## config.mk

```make
export PLATFORM = sky130hd
export DESIGN_NAME = dmbs_div9
export DESIGN_NICKNAME = d
export VERILOG_FILES = /design/src/rtl/core/dmbs_pkg.sv /design/src/rtl/core/dmbs_div9.sv
export SDC_FILE = /design/constraint.sdc
export NUM_CORES = 1
export LEC_CHECK = 0
export ABC_AREA = 1
export BUFFER_PORTS_ARGS = -buffer_cell sky130_fd_sc_hd__buf_2
export CAP_MARGIN = 0
export CORE_UTILIZATION = 53
export CTS_BUF_LIST = sky130_fd_sc_hd__clkbuf_4 sky130_fd_sc_hd__clkbuf_8
export DETAILED_ROUTE_END_ITERATION = 12
export GPL_TIMING_DRIVEN = 0
export PLACE_DENSITY = 0.71
export SYNTH_ARGS = -nofsm -noshare
export SYNTH_HDL_FRONTEND = slang
export SYNTH_SLANG_ARGS = --single-unit
```

## constraint.sdc

```tcl
create_clock -name clk -period 5.3 [get_ports clk]
set_input_delay 1.325 -clock clk [delete_from_list [all_inputs] [get_ports clk]]
set_output_delay 1.325 -clock clk [all_outputs]
set_load 0.01 [all_outputs]
```

## src/rtl/core/dmbs_pkg.sv

```systemverilog
`timescale 1ns / 1ps
// ----------------------------------------------------------------------------
// dmbs_pkg
// Shared types, constants and helpers of the depth map box smoother.
// ----------------------------------------------------------------------------
package dmbs_pkg;

	localparam int MAX_WIDTH  = 1024;
	localparam int MAX_HEIGHT = 1024;
	localparam int COL_W      = $clog2(MAX_WIDTH);
	localparam int ROW_W      = $clog2(MAX_HEIGHT);

	localparam int SAMPLE_W  = 16;
	localparam int SIZE_W    = 11;
	localparam int PIX_W     = 10;
	localparam int CFG_IDX_W = 2;

	localparam logic [CFG_IDX_W-1:0] REG_FRAME_WIDTH  = 2'd0;
	localparam logic [CFG_IDX_W-1:0] REG_FRAME_HEIGHT = 2'd1;

	localparam logic [SIZE_W-1:0] RESET_WIDTH  = 11'd640;
	localparam logic [SIZE_W-1:0] RESET_HEIGHT = 11'd480;

	// window sum: nine 16-bit samples
	localparam int SUM_W = SAMPLE_W + 4;
	// floor((sum + 9*32768 + 4) / 9) == rounded mean + 32768
	localparam int Y_W       = SUM_W;
	localparam int Y_BIAS    = 9 * 32768 + 4;
	localparam int DIV_SHIFT = 24;
	localparam int DIV_MUL_W = 21;
	localparam logic [DIV_MUL_W-1:0] DIV_MUL = 21'd1864136; // ceil(2^24 / 9)
	localparam int PROD_W    = Y_W + DIV_MUL_W;

	localparam logic [SAMPLE_W-1:0] SIGN_FLIP = 16'h8000;

	typedef logic signed [SAMPLE_W-1:0] sample_t;
	typedef logic signed [SUM_W-1:0]    win_sum_t;
	typedef logic [Y_W-1:0]             ydiv_t;
	typedef logic [COL_W-1:0]           col_t;
	typedef logic [ROW_W-1:0]           row_t;
	typedef logic [PIX_W-1:0]           pix_t;

	// one line store entry: row-2 depth, row-1 depth, row-1 variance
	typedef struct packed {
		sample_t up;
		sample_t mid;
		sample_t mid_var;
	} line_word_t;

	typedef struct packed {
		logic       en;
		col_t       addr;
		line_word_t data;
	} ram_wr_t;

	// last column index in use, size clamped to [3, MAX_WIDTH]
	function automatic col_t last_col(input logic [SIZE_W-1:0] v);
		if (v < SIZE_W'(3)) begin
			return COL_W'(2);
		end else if (32'(v) > MAX_WIDTH) begin
			return COL_W'(MAX_WIDTH - 1);
		end
		return COL_W'(v - 1'b1);
	endfunction

	function automatic row_t last_row(input logic [SIZE_W-1:0] v);
		if (v < SIZE_W'(3)) begin
			return ROW_W'(2);
		end else if (32'(v) > MAX_HEIGHT) begin
			return ROW_W'(MAX_HEIGHT - 1);
		end
		return ROW_W'(v - 1'b1);
	endfunction

endpackage

```

## src/rtl/core/dmbs_div9.sv

```systemverilog
`timescale 1ns / 1ps
// ----------------------------------------------------------------------------
// dmbs_div9
// Divide by nine through a reciprocal multiply, one registered product.
// ----------------------------------------------------------------------------
module dmbs_div9 (
	input  logic              clk,
	input  logic              en,
	input  dmbs_pkg::ydiv_t   y,
	output dmbs_pkg::sample_t quot
);
	import dmbs_pkg::*;

	logic [PROD_W-1:0] prod_s3;

	// error of the rounded-up reciprocal stays below 1/9 for all y < 2^20
	always_ff @(posedge clk) begin
		if (en) begin
			prod_s3 <= PROD_W'(y) * PROD_W'(DIV_MUL);
		end
	end

	assign quot = sample_t'(prod_s3[DIV_SHIFT +: SAMPLE_W]);

endmodule

```

After elaboration in Yosys (flattened, before gate mapping):

Index checks and enable logic that the tools add are counted.

* $add $sub $neg: 0
* multipliers: 1
* div/mod/pow operators: 0
* magnitude comparators: 0
* equality and inequality tests: 0
* shift-type cells: 0
* multiplexer cells: 0
* bitwise gates (word level): 0
* reductions and logical operators: 0

Operator list (number)
* $mul A20 B18 Y37 const B: 1

* bits in registers: 37
* latch bits: 0
* RAM bits: 0
* memory bits (read-only): 0
* bits of input ports: 22
* output and inout bits: 16
* word-level logic and storage cells: 2
* memories kept: 0

Longest topological paths before layout:

Gate-level depths: netlist (run 1).

* depth in word-level cells: 1
* gate-level depth with buffers: 25

Worst setup path before layout (run 1):

OpenSTA, ideal clock, no wires.

* path kind: in2reg
* start point: in y[7]
* end point: reg prod_s3[32] (data pin)
* library setup time: 0.252 ns
* arrival: 5.474 ns
* data required time: 5.048 ns
* path slack: -0.427 ns
* cell stages on the path: 21
* buffers on the path: 0
* cells stage by stage: fa_1 ha_1 inv_1 fa_1 inv_1 fa_1 fa_1 inv_1 fa_1 inv_1 ha_1 nand2_1 nand2_1 nand2_1 nand3_1 a21oi_1 nor2_1 nor2_1 nand2_1 nand2_1 nand2_1

* cells in the longest elaborated chain, start to end: 1

RTL lines
* start: declaration: RTL line dmbs_div9.sv:9 `input dmbs_pkg::ydiv_t y,`
* $mul A20 B18 Y37: RTL line dmbs_div9.sv:19 `prod_s3 <= PROD_W'(y) * PROD_W'(DIV_MUL);`
* end signal: assignment: RTL line dmbs_div9.sv:19
* end: declaration: RTL line dmbs_div9.sv:14 `logic [PROD_W-1:0] prod_s3;`

No other way between the ends.
A chain may end at the register's enable or synchronous reset.

Worst setup path after layout (run 1):

* start point: in y[3]
* end point: reg prod_s3[38] (data pin)

The elaborated chain is that of the path after synthesis.

==> results of run 1 <==
## final timing paths
check	to	depth (start not counted)	startpoint	slack (ns)
setup / recovery	prod_s3[38]	23	y[3]	-0.26
hold / removal	prod_s3[31]	1	en	1.51
## cells in the mapped netlist, drive strengths merged
master    n
nand4     4
nor3      5
a21o      4
nand2   207
nand3    28
xor2      9
fa       88
xnor2     3
o21bai    4
o21ai    13
edfxtp   16
nor2     52
nor4      1
and3      1
a21oi    27
inv     238
ha      142
## layout make-up
| cell class | instances | area (µm²) |
|---|---|---|
| Multi-Input combinational cell | 588 | 5840 |
| Fill cell | 989 | 4080 |
| Inverter | 238 | 906 |
| Sequential cell | 16 | 480 |
| Timing Repair Buffer | 60 | 469 |
| Tap cell | 147 | 184 |
| Clock buffer | 3 | 41.3 |
| Clock inverter | 1 | 3.75 |
## kinds of logic after synthesis
family | Yosys count | share of synthesized area
fa+ha+maj | 230 | 0.541
buf+inv | 238 | 0.137
compound gates | 48 | 0.0398
flops | 16 | 0.0735
xor+xnor | 12 | 0.0161
simple gates | 298 | 0.192
## placed cells by master (no fill, tap or decap), types with 5 or more instances in the layout
cell type    n
buf_2       25
nor3_2       5
nand3_2     11
buf_4       23
nand2_1    160
nor2_2      12
buf_6        5
o21ai_0     10
inv_1      198
inv_2       35
nor2_1      34
fa_2         9
inv_4        5
fa_1        79
a21oi_2     13
buf_8        5
nand3_1     17
edfxtp_1    16
nor2_4       6
a21oi_1     11
ha_1       115
nand2_2     40
nand2_4      7
ha_4        24
xor2_1       8
## timing repair
item | 4_1_cts | 5_1_grt
hold buffers | 0 | 0
buffers inserted | 18 | 6
gates resized for setup | 104 | 54
pin swaps | 71 | 35
setup endpoints to repair | 16 | 16
## metal layers
metal,wire length (µm),vias to the layer above
met4,323,0
met3,662,22
met2,7820,121
li1,-,2681
met5,0,-
met1,7180,2594
## critical path, stage by stage
cell and delay, ns:
buf_8 0.11, fa_2 0.63, ha_4 0.22, xor2_1 0.16, ha_2 0.17, a21o_1 0.19
fa_1 0.57, inv_2 0.04, fa_1 0.47, fa_1 0.58, inv_2 0.05, ha_4 0.31
nand2_2 0.08, inv_2 0.08, nand2_1 0.06, nand2_2 0.06, nand2_1 0.05, nand2_1 0.08
inv_2 0.06, nor2_4 0.10, nor2_4 0.04, nand3_1 0.07, nand2_1 0.06
## through the flow
step                setup TNS, ns  worst slack [ns]  area (µm²)  hold slack [ns]
finish                      -2.99            -0.262        7930             1.51
global route                -5.31            -0.433        7930             1.53
CTS                         -1.76            -0.160        7710             1.52
detailed placement          -8.66            -0.630        7210             1.73
global placement            -8.22            -0.617        7210             1.73
floorplan                  -0.286           -0.0918        6850             1.44
==> results.sh, run 1 <==
export IMPL_netlist_area_um2=6540
export IMPL_ant_nets=0
export IMPL_num_vias=5418
export IMPL_chipHeight_um=113
export IMPL_synth_cells=842
export IMPL_place_hpwl_mm=13.7
export IMPL_end_kind="flop"
export IMPL_grtUsageMet3=0.0252
export IMPL_io_buffers=37
export IMPL_start_kind="primary input"
export IMPL_die_area_um2=12800
export IMPL_start_util=0.544
export IMPL_largest_register_ffs=16
export IMPL_met2_usage=0.485
export IMPL_rows=40
export IMPL_busiest_layer="met2"
export IMPL_grt_setup_unrepaired="true"
export IMPL_grt_max_degree=17
export IMPL_root_buffer="clkbuf_8"
export IMPL_synth_area_leader_cell="ha_1"
export IMPL_critPathMaxFanout=4
export IMPL_largestRegisters="prod_s3 (16)"
export IMPL_final_cells=1053
export IMPL_synth_area_leaders="ha_1 27%, fa_1 27%, inv_1 13%"
export IMPL_gr_usage_met1=0.375
export IMPL_clock_path_buffers=2
export IMPL_drtIter0Drc=360
export IMPL_setup_slack_ns=-0.262
export IMPL_failed_checks="setup timing"
export IMPL_numClockSinks=16
export IMPL_cts_buffers=3
export IMPL_post_route_util=0.660
export IMPL_track_usage=0.275
export IMPL_setup_viol=16
export IMPL_drive_gt1_frac=0.267
export IMPL_cp_arrival_ns=5.57
export IMPL_synth_seq_cells=16
export IMPL_fin_crit_ns=5.56
export IMPL_min_path_type="in -> reg"
export IMPL_clk_pin_slew_worst_paths_ns=0.06
export IMPL_coreArea_um2=12000
export IMPL_routed_wl_mm=16.0
export IMPL_avgSynthCellArea_um2=7.76
export IMPL_drc_errors=0
export IMPL_worstSetupPathType="in -> reg"
export IMPL_ctsHtreeMaxLevel=1
export IMPL_slew_headroom=0.757
export IMPL_drv_slew=0
export IMPL_dr_pass1_iters=5
export IMPL_tightest_slew_ns=0.365
export IMPL_layout_nets=1159
export IMPL_cts_tree="built"
export IMPL_antenna_found_initial=0
export IMPL_ys_types=24
export IMPL_grt_ovfl_total=0
export IMPL_max_flop_register="prod_s3"
export IMPL_grt_pass1_vias=5643
export IMPL_wl_per_cell_um=15.2
export IMPL_synthDominantCellAreaShare=0.272
export IMPL_dieWidth_um=113
export IMPL_placed_cells=1026
export IMPL_via_per_inst=5.15
export IMPL_max_freq_mhz=180
export IMPL_yosys_warnings=0
export IMPL_area_delta_synth_final_pct=21.3
export IMPL_syn_nets=1094
export IMPL_grt_pass1_wl_mm=27.2
export IMPL_ios=38
export IMPL_worstPathRequired_ns=5.31
export IMPL_seq_area_frac_synth=0.0735
export IMPL_num_antenna_cells=0
export IMPL_status="complete, but fails checks"
export IMPL_routabilityCongestion=0.932
export IMPL_fin_crit_sh=1.05
export IMPL_cap_violations=0
export IMPL_report_final_hold_viol_count=0
Power of run 1 is left out: the tool's default activity adds up to more than one toggle a clock period on the data nets, which glitch-free logic cannot reach.
==> run 2: changes to the inputs <==
- PLACE_DENSITY: 0.71 -> 0.74
- RECOVER_POWER: default -> 50
==> run 2 against run 1 <==
  * The flow still finishes with violations (setup timing)
  * Via count increased by 1.7%
  * Global-route usage down 0.28 points
  * Count of clock-buffer cells in the layout is the same
  * Die area is the same
  * First-iteration DRC count shrank 6.9%
  * Final cell count grew 0.57%
  * Setup slack better by 0.036 ns
  * Routed wire length up 4.0%
  * Critical path depth decreased by 8
  * Final area is 2.6% higher
  * Sequential share of layout area fell by 0.15 points
  * Largest cell class unchanged
==> results.sh, run 2 (synthesis gave the netlist of run 1 again) <==
export IMPL_ctsHtreeMaxLevel=1
export IMPL_num_vias=5511
export IMPL_place_hpwl_mm=13.7
export IMPL_dr_pass1_iters=5
export IMPL_root_buffer="clkbuf_8"
export IMPL_start_util=0.544
export IMPL_holdWs_ns=1.71
export IMPL_layout_nets=1165
export IMPL_post_route_util=0.677
export IMPL_drtIter0Drc=335
export IMPL_failed_checks="setup timing"
export IMPL_start_kind="primary input"
export IMPL_dieWidth_um=113
export IMPL_routed_wl_mm=16.6
export IMPL_largest_register_ffs=16
export IMPL_tightest_slew_ns=0.871
export IMPL_grt_pass1_wl_mm=27.2
export IMPL_drv_slew=0
export IMPL_setup_slack_ns=-0.226
export IMPL_rows=40
export IMPL_grt_pass1_vias=5645
export IMPL_coreArea_um2=12000
export IMPL_clk_pin_slew_worst_paths_ns=0.06
export IMPL_track_usage=0.272
export IMPL_worstPathRequired_ns=5.30
export IMPL_slew_headroom=0.419
export IMPL_io_buffers=37
export IMPL_ios=38
export IMPL_antenna_found_initial=0
export IMPL_via_per_inst=5.20
export IMPL_numClockSinks=16
export IMPL_critPathMaxFanout=4
export IMPL_cap_violations=0
export IMPL_layout_common_cells="193 x inv_1, 151 x nand2_1, 111 x ha_1"
export IMPL_area_delta_synth_final_pct=24.5
export IMPL_cts_buffers=3
export IMPL_setup_viol=16
export IMPL_routabilityCongestion=0.945
export IMPL_wl_per_cell_um=15.7
export IMPL_status="complete, but fails checks"
export IMPL_place_area_um2=7210
export IMPL_grt_ovfl_total=0
export IMPL_cp_arrival_ns=5.53
export IMPL_worstSetupPathType="in -> reg"
export IMPL_fin_crit_ns=5.53
export IMPL_fin_crit_sh=1.04
export IMPL_postLayoutCellArea_um2=8130
export IMPL_cts_tree="built"
export IMPL_grt_max_degree=17
export IMPL_max_freq_mhz=181
export IMPL_max_flop_register="prod_s3"
export IMPL_ant_nets=0
export IMPL_num_antenna_cells=0
export IMPL_grt_setup_unrepaired="true"
export IMPL_chipHeight_um=113
export IMPL_report_final_hold_viol_count=0
export IMPL_drc_errors=0
export IMPL_largestRegisters="prod_s3 (16)"
export IMPL_fin_tns_setup_ns=-2.28
export IMPL_clock_path_buffers=2
export IMPL_min_path_type="in -> reg"
export IMPL_drive_gt1_frac=0.295
export IMPL_end_kind="flop"
export IMPL_final_common_cell="inv_1"
export IMPL_die_area_um2=12800
## run 2: cell types whose count changed in the layout (fill, tap and decap cells not counted), moves of 4 or more
cell / before / now
ha_1: 115 / 111
inv_1: 198 / 193
nand2_4: 7 / 11
a21oi_4: 3 / 7
buf_4: 23 / 30
nand2_1: 160 / 151
nand2_2: 40 / 45
## run 2: layout make-up
type | count | area [µm²]
Inverter | 238 | 913
Multi-Input combinational cell | 588 | 5990
Tap cell | 147 | 184
Clock buffer | 3 | 41.3
Sequential cell | 16 | 480
Timing Repair Buffer | 66 | 522
Clock inverter | 1 | 3.75
Fill cell | 950 | 3880
## run 2: final timing paths
| path | start | end | slack, ns | cells after the start |
|---|---|---|---|---|
| worst max-delay path | y[14] | prod_s3[35] | -0.23 | 15 |
| worst min-delay path | y[3] | prod_s3[25] | 1.71 | 6 |
## run 2: layer usage
metal / global-route usage / part of all wire / up-vias
met3: 0.0428 / 0.053 / 26
met4: 0.0395 / 0.019 / 0
met2: 0.485 / 0.50 / 151
li1: - / - / 2686
met5: 0 / 0 / -
met1: 0.355 / 0.43 / 2648
## run 2: critical path: stages
cell and delay [ns]:
buf_12 0.11, fa_2 0.61, ha_4 0.22, fa_1 0.48, fa_1 0.53, inv_2 0.04, fa_1 0.46, fa_1 0.55
inv_2 0.06, ha_4 0.32, nand2_4 0.08, nor4_4 0.40, nand3_2 0.19, nand3_2 0.09, nand2_1 0.05
## run 2: what timing repair did
action | CTS | global route
setup endpoints to repair | 16 | 16
hold buffers | 0 | 0
pin swaps | 68 | 57
resized for setup | 121 | 78
cloned | 0 | 0
setup buffers | 18 | 11
## run 2: through the flow
step | setup WS [ns] | instances
floorplan | -0.0918 | 842
global placement | -0.647 | 1026
detailed placement | -0.650 | 1026
CTS | -0.277 | 1048
global route | -0.342 | 1059
finish | -0.226 | 1059
Power of run 2 is left out for the same reason.
