**config.mk**
```make
export PLATFORM = sky130hd
export DESIGN_NAME = dmbs_window
export DESIGN_NICKNAME = d
export VERILOG_FILES = /design/src/rtl/core/dmbs_pkg.sv /design/src/rtl/core/dmbs_window.sv
export SDC_FILE = /design/constraint.sdc
export NUM_CORES = 1
export LEC_CHECK = 0
export BUFFER_PORTS_ARGS = -buffer_cell sky130_fd_sc_hd__buf_2
export CAP_MARGIN = 10
export CORE_UTILIZATION = 50
export CTS_CLUSTER_DIAMETER = 120
export DETAILED_ROUTE_END_ITERATION = 12
export PLACE_DENSITY = 0.71
export REMOVE_ABC_BUFFERS = 1
export SYNTH_ARGS = -nofsm -noshare
export SYNTH_HDL_FRONTEND = slang
export SYNTH_SLANG_ARGS = --single-unit
```
**constraint.sdc**
```tcl
create_clock -name clk -period 7 [get_ports clk]
set_input_delay 1.4 -clock clk [delete_from_list [all_inputs] [get_ports clk]]
set_output_delay 1.4 -clock clk [all_outputs]
set_load 0.1 [all_outputs]
```
**src/rtl/core/dmbs_pkg.sv**
```systemverilog
`timescale 1ns / 1ps
// ----------------------------------------------------------------------------
// dmbs_pkg
// Shared types, constants and helpers of the depth map box smoother.
// ----------------------------------------------------------------------------
package dmbs_pkg;

	localparam int MAX_WIDTH  = 1024;
	localparam int MAX_HEIGHT = 1024;
	localparam int COL_W      = $clog2(MAX_WIDTH);
	localparam int ROW_W      = $clog2(MAX_HEIGHT);

	localparam int SAMPLE_W  = 16;
	localparam int SIZE_W    = 11;
	localparam int PIX_W     = 10;
	localparam int CFG_IDX_W = 2;

	localparam logic [CFG_IDX_W-1:0] REG_FRAME_WIDTH  = 2'd0;
	localparam logic [CFG_IDX_W-1:0] REG_FRAME_HEIGHT = 2'd1;

	localparam logic [SIZE_W-1:0] RESET_WIDTH  = 11'd640;
	localparam logic [SIZE_W-1:0] RESET_HEIGHT = 11'd480;

	// window sum: nine 16-bit samples
	localparam int SUM_W = SAMPLE_W + 4;
	// floor((sum + 9*32768 + 4) / 9) == rounded mean + 32768
	localparam int Y_W       = SUM_W;
	localparam int Y_BIAS    = 9 * 32768 + 4;
	localparam int DIV_SHIFT = 24;
	localparam int DIV_MUL_W = 21;
	localparam logic [DIV_MUL_W-1:0] DIV_MUL = 21'd1864136; // ceil(2^24 / 9)
	localparam int PROD_W    = Y_W + DIV_MUL_W;

	localparam logic [SAMPLE_W-1:0] SIGN_FLIP = 16'h8000;

	typedef logic signed [SAMPLE_W-1:0] sample_t;
	typedef logic signed [SUM_W-1:0]    win_sum_t;
	typedef logic [Y_W-1:0]             ydiv_t;
	typedef logic [COL_W-1:0]           col_t;
	typedef logic [ROW_W-1:0]           row_t;
	typedef logic [PIX_W-1:0]           pix_t;

	// one line store entry: row-2 depth, row-1 depth, row-1 variance
	typedef struct packed {
		sample_t up;
		sample_t mid;
		sample_t mid_var;
	} line_word_t;

	typedef struct packed {
		logic       en;
		col_t       addr;
		line_word_t data;
	} ram_wr_t;

	// last column index in use, size clamped to [3, MAX_WIDTH]
	function automatic col_t last_col(input logic [SIZE_W-1:0] v);
		if (v < SIZE_W'(3)) begin
			return COL_W'(2);
		end else if (32'(v) > MAX_WIDTH) begin
			return COL_W'(MAX_WIDTH - 1);
		end
		return COL_W'(v - 1'b1);
	endfunction

	function automatic row_t last_row(input logic [SIZE_W-1:0] v);
		if (v < SIZE_W'(3)) begin
			return ROW_W'(2);
		end else if (32'(v) > MAX_HEIGHT) begin
			return ROW_W'(MAX_HEIGHT - 1);
		end
		return ROW_W'(v - 1'b1);
	endfunction

endpackage

```
**src/rtl/core/dmbs_window.sv**
```systemverilog
`timescale 1ns / 1ps
// ----------------------------------------------------------------------------
// dmbs_window
// 3x3 inverse-depth window, window sum and centre variance delay.
// ----------------------------------------------------------------------------
module dmbs_window (
	input  logic               clk,
	input  logic               arst_n,
	input  logic               shift,
	input  dmbs_pkg::sample_t  up,
	input  dmbs_pkg::sample_t  mid,
	input  dmbs_pkg::sample_t  din,
	input  dmbs_pkg::sample_t  mid_var,
	output dmbs_pkg::win_sum_t sum,
	output dmbs_pkg::sample_t  centre_var
);
	import dmbs_pkg::*;

	// oldest two columns; the newest column is the incoming one
	sample_t col1_q [3];
	sample_t col2_q [3];
	sample_t var_q;

	always_ff @(posedge clk or negedge arst_n) begin
		if (!arst_n) begin
			for (int k = 0; k < 3; k++) begin
				col1_q[k] <= '0;
				col2_q[k] <= '0;
			end
			var_q <= '0;
		end else if (shift) begin
			for (int k = 0; k < 3; k++) begin
				col1_q[k] <= col2_q[k];
			end
			col2_q[0] <= up;
			col2_q[1] <= mid;
			col2_q[2] <= din;
			var_q     <= mid_var;
		end
	end

	// sum over the window as it stands after this shift
	always_comb begin
		sum = win_sum_t'(up) + win_sum_t'(mid) + win_sum_t'(din);
		for (int k = 0; k < 3; k++) begin
			sum = sum + win_sum_t'(col1_q[k]) + win_sum_t'(col2_q[k]);
		end
	end

	assign centre_var = var_q;

endmodule

```
### Word level (Yosys, flattened, before mapping)

Index checks and enable logic that the tools add are counted.
W data, S select, Z words.

* add/subtract/negate cells: 8

Operators with widths (number)
* $add A20 B16 Y20: 4
* $add A19 B16 Y20: 1
* $add A18 B16 Y19: 1
* $add A17 B16 Y18: 1
* $add A16 B16 Y17: 1

* flip-flop bits (word level): 112
* input port bits: 67
* output and inout port bits: 36
* word-level logic and storage cells: 15

### Logic depth before layout (Yosys ltp)

Gate-level depths: netlist (run 1).

* word-level depth: 8
* depth in mapped cells: 16

### Worst setup path before layout (run 1)

Ideal clock, no wire load.

* path type: input to output
* start point: input up[2]
* end point: output sum[18]
* arrival time: 6.392 ns
* data required time: 5.600 ns
* path slack: -0.792 ns
* stages on the path: 14
* path through: fa_1 -> inv_1 -> fa_1 -> fa_1 -> fa_1 -> inv_1 -> ha_1 -> inv_1 -> fa_1 -> nand2b_1 -> a21oi_2 -> o21ai_0 -> o311a_1 -> xnor2_1

* word-level cells in the longest chain between the ends: 8

Ends and longest elaborated chain
* start: declaration: RTL line dmbs_window.sv:10 `input dmbs_pkg::sample_t up,`
* $add A16 B16 Y17: RTL line dmbs_window.sv:44 `sum = win_sum_t'(up) + win_sum_t'(mid) + win_sum_t'(din);`
* $add A17 B16 Y18: RTL line dmbs_window.sv:44
* $add A18 B16 Y19: RTL line dmbs_window.sv:46 `sum = sum + win_sum_t'(col1_q[k]) + win_sum_t'(col2_q[k]);`
* $add A19 B16 Y20: RTL line dmbs_window.sv:46
* $add A20 B16 Y20 (4 in series): RTL line dmbs_window.sv:46
* end: declaration: RTL line dmbs_window.sv:14 `output dmbs_pkg::win_sum_t sum,`

No other way between the ends.

### Final worst setup path (run 1)

* start point: input up[3]
* end point: output sum[17]

Same word-level chain as after synthesis.

==> results by group, run 1 <==
Die
  • Die area: 16200 sq um
  • Die width: 127 um
  • Core Region: 15300 sq um
  • Initial Utilization: 51.5%
  • DIE HEIGHT: 127 um
  • Top-level port count: 103
  • Site row count: 45

CTS
  • CTS Sinks: 112
  • TritonCTS Buffers: 9
  • TritonCTS clock tree: done
  • Clk root buf: clkbuf_16
  • Number of H-tree levels: 3
  • Clk pin slew, worst setup/hold paths: 0.07 ns
  • Clock buffer depth: 2
  • Worst-Skew Late Latency: 0.36 ns

Synthesis
  • Main area contributors after synthesis: dfrtp_1 36%, fa_1 29%, mux2_2 15%
  • Post-synth top area cell: dfrtp_1
  • #FFs+latches synth: 112
  • Asr flop ratio synth: 100%
  • Primary FF master, synth: dfrtp_1
  • Yosys top cell area share: 35.7%
  • Distinct cell type count after synthesis: 37
  • Synthesized area per cell: 12.3 sq um
  • Seq/Total Area, Yosys: 35.7%
  • Post-Syn Instances: 638
  • Mapped cell area: 7860 sq um
  • EDFF count, synth: 0
  • Post-synth top cells: 165 x inv_1, 115 x fa_1, 112 x dfrtp_1
  • Synth Warn #: 0
  • Most common cell in the synthesized netlist: inv_1

GRT
  • GRT Util Overall: 19.2%
  • First-pass GRT wire length: 24200 um
  • GR Overflow Total: 0
  • Largest net degree at the start of global routing: 63
  • Initial antenna violation count: 0
  • Vias in the first global route: 5155

Setup path
  • WP data required: 5.60 ns
  • Critical Path Source Type: input pin
  • Maximum fanout along the worst path: 3
  • CP Class: in2out
  • CP Cell Sequence: buf_2, inv_1, fa_1, inv_1, fa_1, fa_1, inv_1, fa_1, inv_1, ha_1, a211oi_2, o21ai_2, a21boi_1, o311ai_2, xor2_1, buf_12
  • Crit end category: output pin
  • Slowest stage cell, crit path: fa_1
  • Worst EP arrival: 5.42 ns
  • Worst path max stage delay: 0.54 ns

Finish
  • N_diodes: 0
  • Syn-to-layout area delta: 16.7%
  • Final nets: 944
  • Finished Cell Area: 9170 sq um
  • Filler instances: 1231
  • Layout cells sized above 1: 31.9%

Placed design
  • Pre-CTS setup slack: 0.0320 ns
  • Post-place instance area: 8790 sq um
  • GP Congestion: 0.812
  • Port Buffers: 102
  • Post-DP HPWL: 11000 um

Timing
  • RSZ-0062 raised after global routing: false
  • Fmax: 0.147 GHz
  • Setup ws final: 0.184 ns
  • Skew final: 0.00478 ns
  • Worst slew margin: 49.2%
  • Final slew viol count: 0
  • Setup_tns: 0 ns
  • Final setup fails: 0
  • Post-layout min period: 6.82 ns
  • Final Cycle Share: 97.4%
  • Final hold violations: 0
  • Worst slew pin tran: 0.763 ns

Routing
  • Remaining DRCs: 0
  • Vias: 4676
  • Final WL: 13800 um
  • DRT iter0 DRCs: 158
  • Vias per inst: 4.88
  • Pre-antenna DRT Iters: 4
  • DR WL/cell: 14.4 um
  • Antenna Nets Post-Route: 0

Run
  • Max_cap viols: 0

Hold path
  • Hold crit path type: reg2reg

Run status
  • Status: finished clean
[sequential cells by signal, indices dropped and copies added, names as in the netlist]
register	count
col2_q	48
centre_var	16
col1_q	48
[metrics by stage]
step	util [%]	instances	hold WS, ns
5_1_grt	60.1	958	0.523
2_1_floorplan	-	623	0.487
6_report	60.1	958	0.504
3_3_place_gp	57.6	941	0.485
4_1_cts	59.7	957	0.510
3_5_place_dp	57.6	941	0.490
[kinds of logic (layout without fill, tap and decap cells)]
logic type | count (synthesis) | in the layout | synth area share [%]
flops | 112 | 112 | 35.7
simple gates | 40 | 40 | 2.47
mux | 103 | 103 | 14.8
xor+xnor | 16 | 16 | 1.78
buf+inv | 180 | 289 | 8.73
compound gates | 52 | 52 | 4.08
fa+ha+maj | 135 | 135 | 32.5
[worst max-delay path: cells and delay by family]
| kind | cells | cell delay (ns) |
|---|---|---|
| compound gates | 4 | 0.84 |
| buf+inv | 6 | 0.52 |
| xor+xnor | 1 | 0.32 |
| fa+ha+maj | 5 | 2.34 |
[cell type report]
| class | instances | area (sq um) | share of cell area [%] |
|---|---|---|---|
| multi-input combinational | 346 | 4410 | 48.1 |
| sequential | 112 | 2800 | 30.6 |
| timing repair buffer | 108 | 746 | 8.14 |
| inverter | 165 | 619 | 6.76 |
| tap | 211 | 264 | 2.88 |
| clock buffer | 11 | 243 | 2.65 |
| clock inverter | 5 | 80.1 | 0.874 |
[layer usage]
metal	vias to the layer above	routed length [um]	global-route usage, %
li1	2173	-	-
met1	2408	5940	24.2
met2	82	6980	32.6
met3	13	678	5.28
met4	0	185	5.60
met5	-	0	0
[cell usage in the layout (no fill, tap or decap), types with 3 or more instances in the layout]
cell	synthesis	layout
inv_1	165	165
fa_1	115	114
dfrtp_1	112	112
mux2_2	103	103
buf_2	8	88
nand2_1	22	22
ha_1	20	20
o21ai_0	19	17
a21oi_1	13	12
buf_12	0	11
xnor2_1	11	10
clkbuf_16	0	10
buf_4	0	8
xor2_1	5	5
a31oi_1	4	4
nor2_1	4	4
and3_1	3	3
[what timing repair did]
item,CTS,global route
buffers inserted,0,1
setup endpoints to repair,1,6
gates resized for setup,1,10
pin swaps,0,8
hold buffers,0,0
[final timing paths]
check                               start        endpoint  slack (ns)  depth (start not counted)
max reg2reg                     col2_q[2]       col2_q[2]        6.17                          1
min in group asynchronous          arst_n      col1_q[20]        1.07                          1
min                        centre_var[13]  centre_var[13]        0.50                          1
max                                 up[3]         sum[17]        0.18                         16
min reg2reg                centre_var[13]  centre_var[13]        0.50                          1
max in group asynchronous          arst_n      col2_q[29]        4.69                          2
Power of run 1 is not shown: default switching activity piles up to over one toggle a cycle in this logic, so the estimate is an artifact.
==> run 2, diff against run 1 <==
--- a/config.mk
+++ b/config.mk
@@ -7,11 +7,10 @@
 export LEC_CHECK = 0
 export BUFFER_PORTS_ARGS = -buffer_cell sky130_fd_sc_hd__buf_2
 export CAP_MARGIN = 10
-export CORE_UTILIZATION = 50
+export CORE_UTILIZATION = 46
 export CTS_CLUSTER_DIAMETER = 120
 export DETAILED_ROUTE_END_ITERATION = 12
-export PLACE_DENSITY = 0.71
-export REMOVE_ABC_BUFFERS = 1
+export PLACE_DENSITY = 0.66
 export SYNTH_ARGS = -nofsm -noshare
 export SYNTH_HDL_FRONTEND = slang
 export SYNTH_SLANG_ARGS = --single-unit
==> results by group, run 2 (synthesized netlist as in run 1, its figures left out) <==
Hold path
  • Hold crit path type: reg2reg
  • Hold Crit Depth: 1 (unchanged)
  • Worst hold start: centre_var[7]
  • Hold worst-path end: centre_var[7]

Placed design
  • Post-DP HPWL: 11200 um (+2.2%)
  • Pre-CTS setup slack: -0.0198 ns (-0.0518 ns)
  • GP Congestion: 0.858 (+5.7%)
  • Port Buffers: 102 (unchanged)

CTS
  • Number of H-tree levels: 3 (unchanged)
  • TritonCTS clock tree: done
  • Clock buffer depth: 2 (unchanged)
  • Clk root buf: clkbuf_16
  • Worst-Skew Late Latency: 0.36 ns (about the same)
  • TritonCTS Buffers: 9 (unchanged)
  • Clk pin slew, worst setup/hold paths: 0.07 ns (about the same)
  • CTS Sinks: 112 (unchanged)
  • CTS Hold Bufs: 0 (unchanged)

Finish
  • N_diodes: 0 (unchanged)
  • Final core occ: 56.1% (-3.9 points)
  • Commonest non-fill, non-tap cell in the layout: inv_1
  • Layout cells sized above 1: 34.9% (+3.1 points)
  • Syn-to-layout area delta: 18.9%
  • Final nets: 951 (+0.74%)
  • Commonest cells after routing, fill and taps aside: 163 x inv_1, 114 x fa_1, 112 x dfrtp_1

Die
  • Initial Utilization: 47.2% (-4.3 points)
  • Top-level port count: 103 (unchanged)
  • Die width: 133 um (+4.2%)
  • Core Region: 16600 sq um (+9.1%)
  • DIE HEIGHT: 133 um (+4.2%)
  • Site row count: 47 (+4.4%)
  • Die area: 17600 sq um (+8.6%)

Setup path
  • R2R Path Start: col2_q[12]
  • Crit end category: output pin
  • CP top delay family: adder cells
  • Worst EP arrival: 5.46 ns (+0.04 ns)
  • Bufs and invs on worst path: 6 (unchanged)
  • Maximum fanout along the worst path: 3 (unchanged)
  • R2R Path End: col1_q[12]
  • Flop-to-flop setup slack: 6.18 ns (about the same)
  • Slowest stage cell, crit path: fa_1
  • Critical Path Source Type: input pin
  • WP data required: 5.60 ns (about the same)
  • Reg2Reg Depth: 1 (unchanged)
  • CP Class: in2out
  • Worst path max stage delay: 0.55 ns (about the same)
  • Most frequent CP cell: fa_1
  • CP Cell Sequence: buf_2, fa_1, inv_2, fa_1, fa_1, fa_1, inv_1, ha_2, inv_2, fa_2, nand2b_4, a21oi_4, buf_6, o21a_1, or4b_1, and4b_1, buf_12

Run
  • Max_cap viols: 0 (unchanged)

GRT
  • Largest net degree at the start of global routing: 83 (+32%)
  • Initial antenna violation count: 0 (unchanged)
  • GR Overflow Total: 0 (unchanged)
  • GRT Util Overall: 17.7% (-1.5 points)
  • First-pass GRT wire length: 24800 um (+2.5%)
  • Vias in the first global route: 5449 (+5.7%)

Routing
  • Pre-antenna DRT Iters: 4 (unchanged)
  • Final WL: 14000 um (+1.2%)
  • Remaining DRCs: 0 (unchanged)
  • DRT iter0 DRCs: 148 (-6.3%)
  • DR WL/cell: 14.3 um (-0.32%)
  • Vias per inst: 4.81 (-1.5%)
  • Antenna Nets Post-Route: 0 (unchanged)
  • Vias: 4678 (+0.043%)

Timing
  • Setup ws final: 0.143 ns (-0.0414 ns)
  • Final hold violations: 0 (unchanged)
  • Post-layout min period: 6.86 ns (+0.0414 ns)
  • Worst slew pin tran: 1.07 ns (+0.308 ns)
  • Worst slew margin: 28.6% (-21 points)
  • Final slew viol count: 0 (unchanged)
  • Setup_tns: 0 ns (unchanged)
  • Fmax: 0.146 GHz (-0.60%)
  • Final hold slack: 0.502 ns (-0.00146 ns)
  • Final Cycle Share: 98.0% (+0.59 points)
  • Final setup fails: 0 (unchanged)
  • Skew final: 0.0131 ns (+0.00831 ns)

Run status
  • Status: finished clean

Synthesis
  • Syn nets: 840
==> run 2: cell count changes in the layout (fill, tap and decap cells not counted), moves of 2 or more <==
cell        previous run  this run
xnor2_2                1         8
xor2_1                 5         0
ha_1                  20        17
xor2_2                 0         4
xnor2_1               10         2
o21ai_0               17        15
o21ai_1                1         3
ha_2                   0         3
inv_1                165       163
inv_2                  0         2
buf_4                  8        14
clkinvlp_4             2         0
==> run 2: per-layer routing <==
metal	global-route usage (%)	routed length [um]	vias up
li1	-	-	2174
met1	20.8	5550	2414
met2	32.6	7790	75
met3	3.52	429	15
met4	5.17	184	0
met5	0	0	-
==> run 2: area by class of cell <==
type | instances | area [sq um]
Tap cell | 220 | 275
Clock buffer | 11 | 253
Inverter | 165 | 619
Sequential cell | 112 | 2800
Fill cell | 1447 | 7300
Timing Repair Buffer | 115 | 797
Multi-Input combinational cell | 346 | 4540
Clock inverter | 4 | 52.6
==> run 2: stage by stage <==
step / cells / instance area, sq um
global route: 973 / 9340
CTS: 970 / 9270
finish: 973 / 9340
detailed placement: 955 / 8960
global placement: 955 / 8960
floorplan: 638 / 7980
==> run 2: how the worst max path moves through the flow <==
stage,from,end,depth (start not counted)
after floorplan,up[2],sum[18],14
after global placement,up[3],sum[13],16
after detailed placement,up[3],sum[13],16
after CTS,up[2],sum[18],16
after global routing,up[3],sum[15],17
final,up[2],sum[14],17
==> run 2: timing repair <==
action                     4_1_cts  5_1_grt
buffers inserted                 0        3
cloned                           0        0
resized for setup                4       13
setup endpoints to repair        3        8
pin swaps                        0        3
Power of run 2 is left out for the same reason.
==> run 3, diff against run 2 <==
--- a/config.mk
+++ b/config.mk
@@ -10,6 +10,7 @@
 export CORE_UTILIZATION = 46
 export CTS_CLUSTER_DIAMETER = 120
 export DETAILED_ROUTE_END_ITERATION = 12
+export GPL_TIMING_DRIVEN = 0
 export PLACE_DENSITY = 0.66
 export SYNTH_ARGS = -nofsm -noshare
 export SYNTH_HDL_FRONTEND = slang
==> results by group, run 3 (synthesized netlist as in run 1, its figures left out) <==
Run status
  • Status: finished clean

Timing
  • Fmax: 0.146 GHz (-0.11%)
  • Final Cycle Share: 98.1% (+0.11 points)
  • Final setup fails: 0 (unchanged)
  • Setup ws final: 0.135 ns (-0.00786 ns)
  • Worst slew margin: 52.7% (+24 points)
  • RSZ-0062 raised after global routing: true
  • Worst slew pin tran: 0.710 ns (-0.361 ns)
  • Final slew viol count: 0 (unchanged)
  • Post-layout min period: 6.86 ns (+0.00786 ns)
  • Skew final: 0.00575 ns (-0.00735 ns)
  • Setup_tns: 0 ns (unchanged)
  • Final hold violations: 0 (unchanged)

GRT
  • Initial antenna violation count: 0 (unchanged)
  • Vias in the first global route: 5437 (-0.22%)
  • GR Overflow Total: 0 (unchanged)
  • First-pass GRT wire length: 26800 um (+8.3%)
  • GRT Util Overall: 19.9% (+2.2 points)
  • Largest net degree at the start of global routing: 60 (-28%)

Setup path
  • Maximum fanout along the worst path: 4 (+1)
  • Worst path max stage delay: 0.54 ns (about the same)
  • Slowest stage cell, crit path: fa_1
  • CP Class: in2out
  • CP Cell Sequence: buf_2, fa_1, inv_1, fa_1, fa_1, fa_1, inv_1, ha_2, inv_1, fa_1, nand2b_4, a21oi_4, o21ai_2, o311a_1, xnor2_2, buf_6
  • R2R Path End: col1_q[25]
  • Bufs and invs on worst path: 5 (-1)
  • Crit end category: output pin
  • Critical Path Source Type: input pin
  • CP top delay family: adder cells
  • WP data required: 5.60 ns (about the same)
  • Worst EP arrival: 5.46 ns (about the same)
  • R2R Path Start: col2_q[25]
  • Reg2Reg Depth: 1 (unchanged)
  • Most frequent CP cell: fa_1
  • Flop-to-flop setup slack: 6.17 ns (about the same)

Finish
  • N_diodes: 0 (unchanged)
  • Filler instances: 1415 (-2.2%)
  • Layout cells sized above 1: 34.4% (-0.49 points)
  • Final nets: 955 (+0.42%)
  • Commonest cells after routing, fill and taps aside: 165 x inv_1, 115 x fa_1, 112 x dfrtp_1
  • Sequential Area: 2800 sq um (unchanged)
  • Final Non-Filler Cells: 978 (+0.51%)
  • Multi-input gate area: 4570 sq um (+0.61%)
  • Commonest non-fill, non-tap cell in the layout: inv_1
  • Syn-to-layout area delta: 18.0%

Routing
  • Pre-antenna DRT Iters: 5 (+1)
  • DR WL/cell: 16.1 um (+12%)
  • Antenna Nets Post-Route: 0 (unchanged)
  • Remaining DRCs: 0 (unchanged)
  • Final WL: 15700 um (+13%)
  • DRT iter0 DRCs: 190 (+28%)
  • Vias per inst: 4.90 (+2.0%)
  • Vias: 4794 (+2.5%)

CTS
  • Clk pin slew, worst setup/hold paths: 0.07 ns (about the same)
  • Clock buffer depth: 2 (unchanged)
  • TritonCTS Buffers: 9 (unchanged)
  • CTS Sinks: 112 (unchanged)
  • Clk root buf: clkbuf_16
  • Number of H-tree levels: 3 (unchanged)
  • Worst-Skew Late Latency: 0.36 ns (about the same)
  • TritonCTS clock tree: done

Die
  • DIE HEIGHT: 133 um (unchanged)
  • Site row count: 47 (unchanged)
  • Die area: 17600 sq um (unchanged)
  • Core Region: 16600 sq um (unchanged)
  • Initial Utilization: 47.2% (unchanged)
  • Top-level port count: 103 (unchanged)
  • Die width: 133 um (unchanged)

Hold path
  • Hold crit path type: reg2reg
  • Worst hold start: centre_var[15]
  • Hold Crit Depth: 1 (unchanged)
  • Hold worst-path end: centre_var[15]

Placed design
  • Post-DP HPWL: 12700 um (+13%)
  • GP Congestion: 0.916 (+6.8%)
  • Port Buffers: 101 (-0.98%)
  • Placed insts: 960 (+0.52%)
  • Pre-CTS setup slack: -0.543 ns (-0.523 ns)

Synthesis
  • Syn nets: 840 (unchanged)

Run
  • Max_cap viols: 0 (unchanged)
## run 3: cell count changes in the layout (fill, tap and decap cells not counted), sizes merged
cell / delta
inv: +1
clkinvlp: +1
clkbuf: +5
clkinv: -1
bufinv: +1
buf: -2
## run 3: what timing repair did
action                     CTS  global route
hold buffers                 0             0
resized for setup           19            19
pin swaps                    1             6
buffers inserted             0             2
setup endpoints to repair    9             8
## run 3: through the flow
step           util [%]  hold WS (ns)  cell area (sq um)
2_1_floorplan         -         0.490               7980
3_3_place_gp       52.7         0.485               8760
3_5_place_dp       52.8         0.490               8790
4_1_cts            55.3         0.507               9200
5_1_grt            55.7         0.514               9270
6_report           55.7         0.504               9270
## run 3: worst max-delay path by stage
stage | cells past startpoint | startpoint | slack [ns] | to
2_1_floorplan | 14 | up[2] | -0.22 | sum[18]
3_3_place_gp | 16 | up[3] | -0.49 | sum[13]
3_5_place_dp | 16 | up[3] | -0.54 | sum[13]
4_1_cts | 16 | up[2] | -0.002 | sum[14]
5_1_grt | 16 | up[2] | -0.02 | sum[18]
6_report | 16 | up[2] | 0.14 | sum[18]
## run 3: area by class of cell
cell class | instances | share of cell area (%)
Timing Repair Buffer | 104 | 6.51
Sequential cell | 112 | 30.2
Buffer | 15 | 0.716
Tap cell | 220 | 2.97
Multi-Input combinational cell | 346 | 49.3
Inverter | 165 | 6.68
Clock buffer | 10 | 2.47
Clock inverter | 6 | 1.09
## run 3: metal layers
layer  global-route usage [%]  up-vias  part of all wire, %
li1                         -     2205                    -
met1                     24.9     2466                   42
met2                     35.5      103                   53
met3                     2.61       20                  3.4
met4                     7.28        0                  2.0
met5                        0        -                    0
Power of run 3 is left out for the same reason.
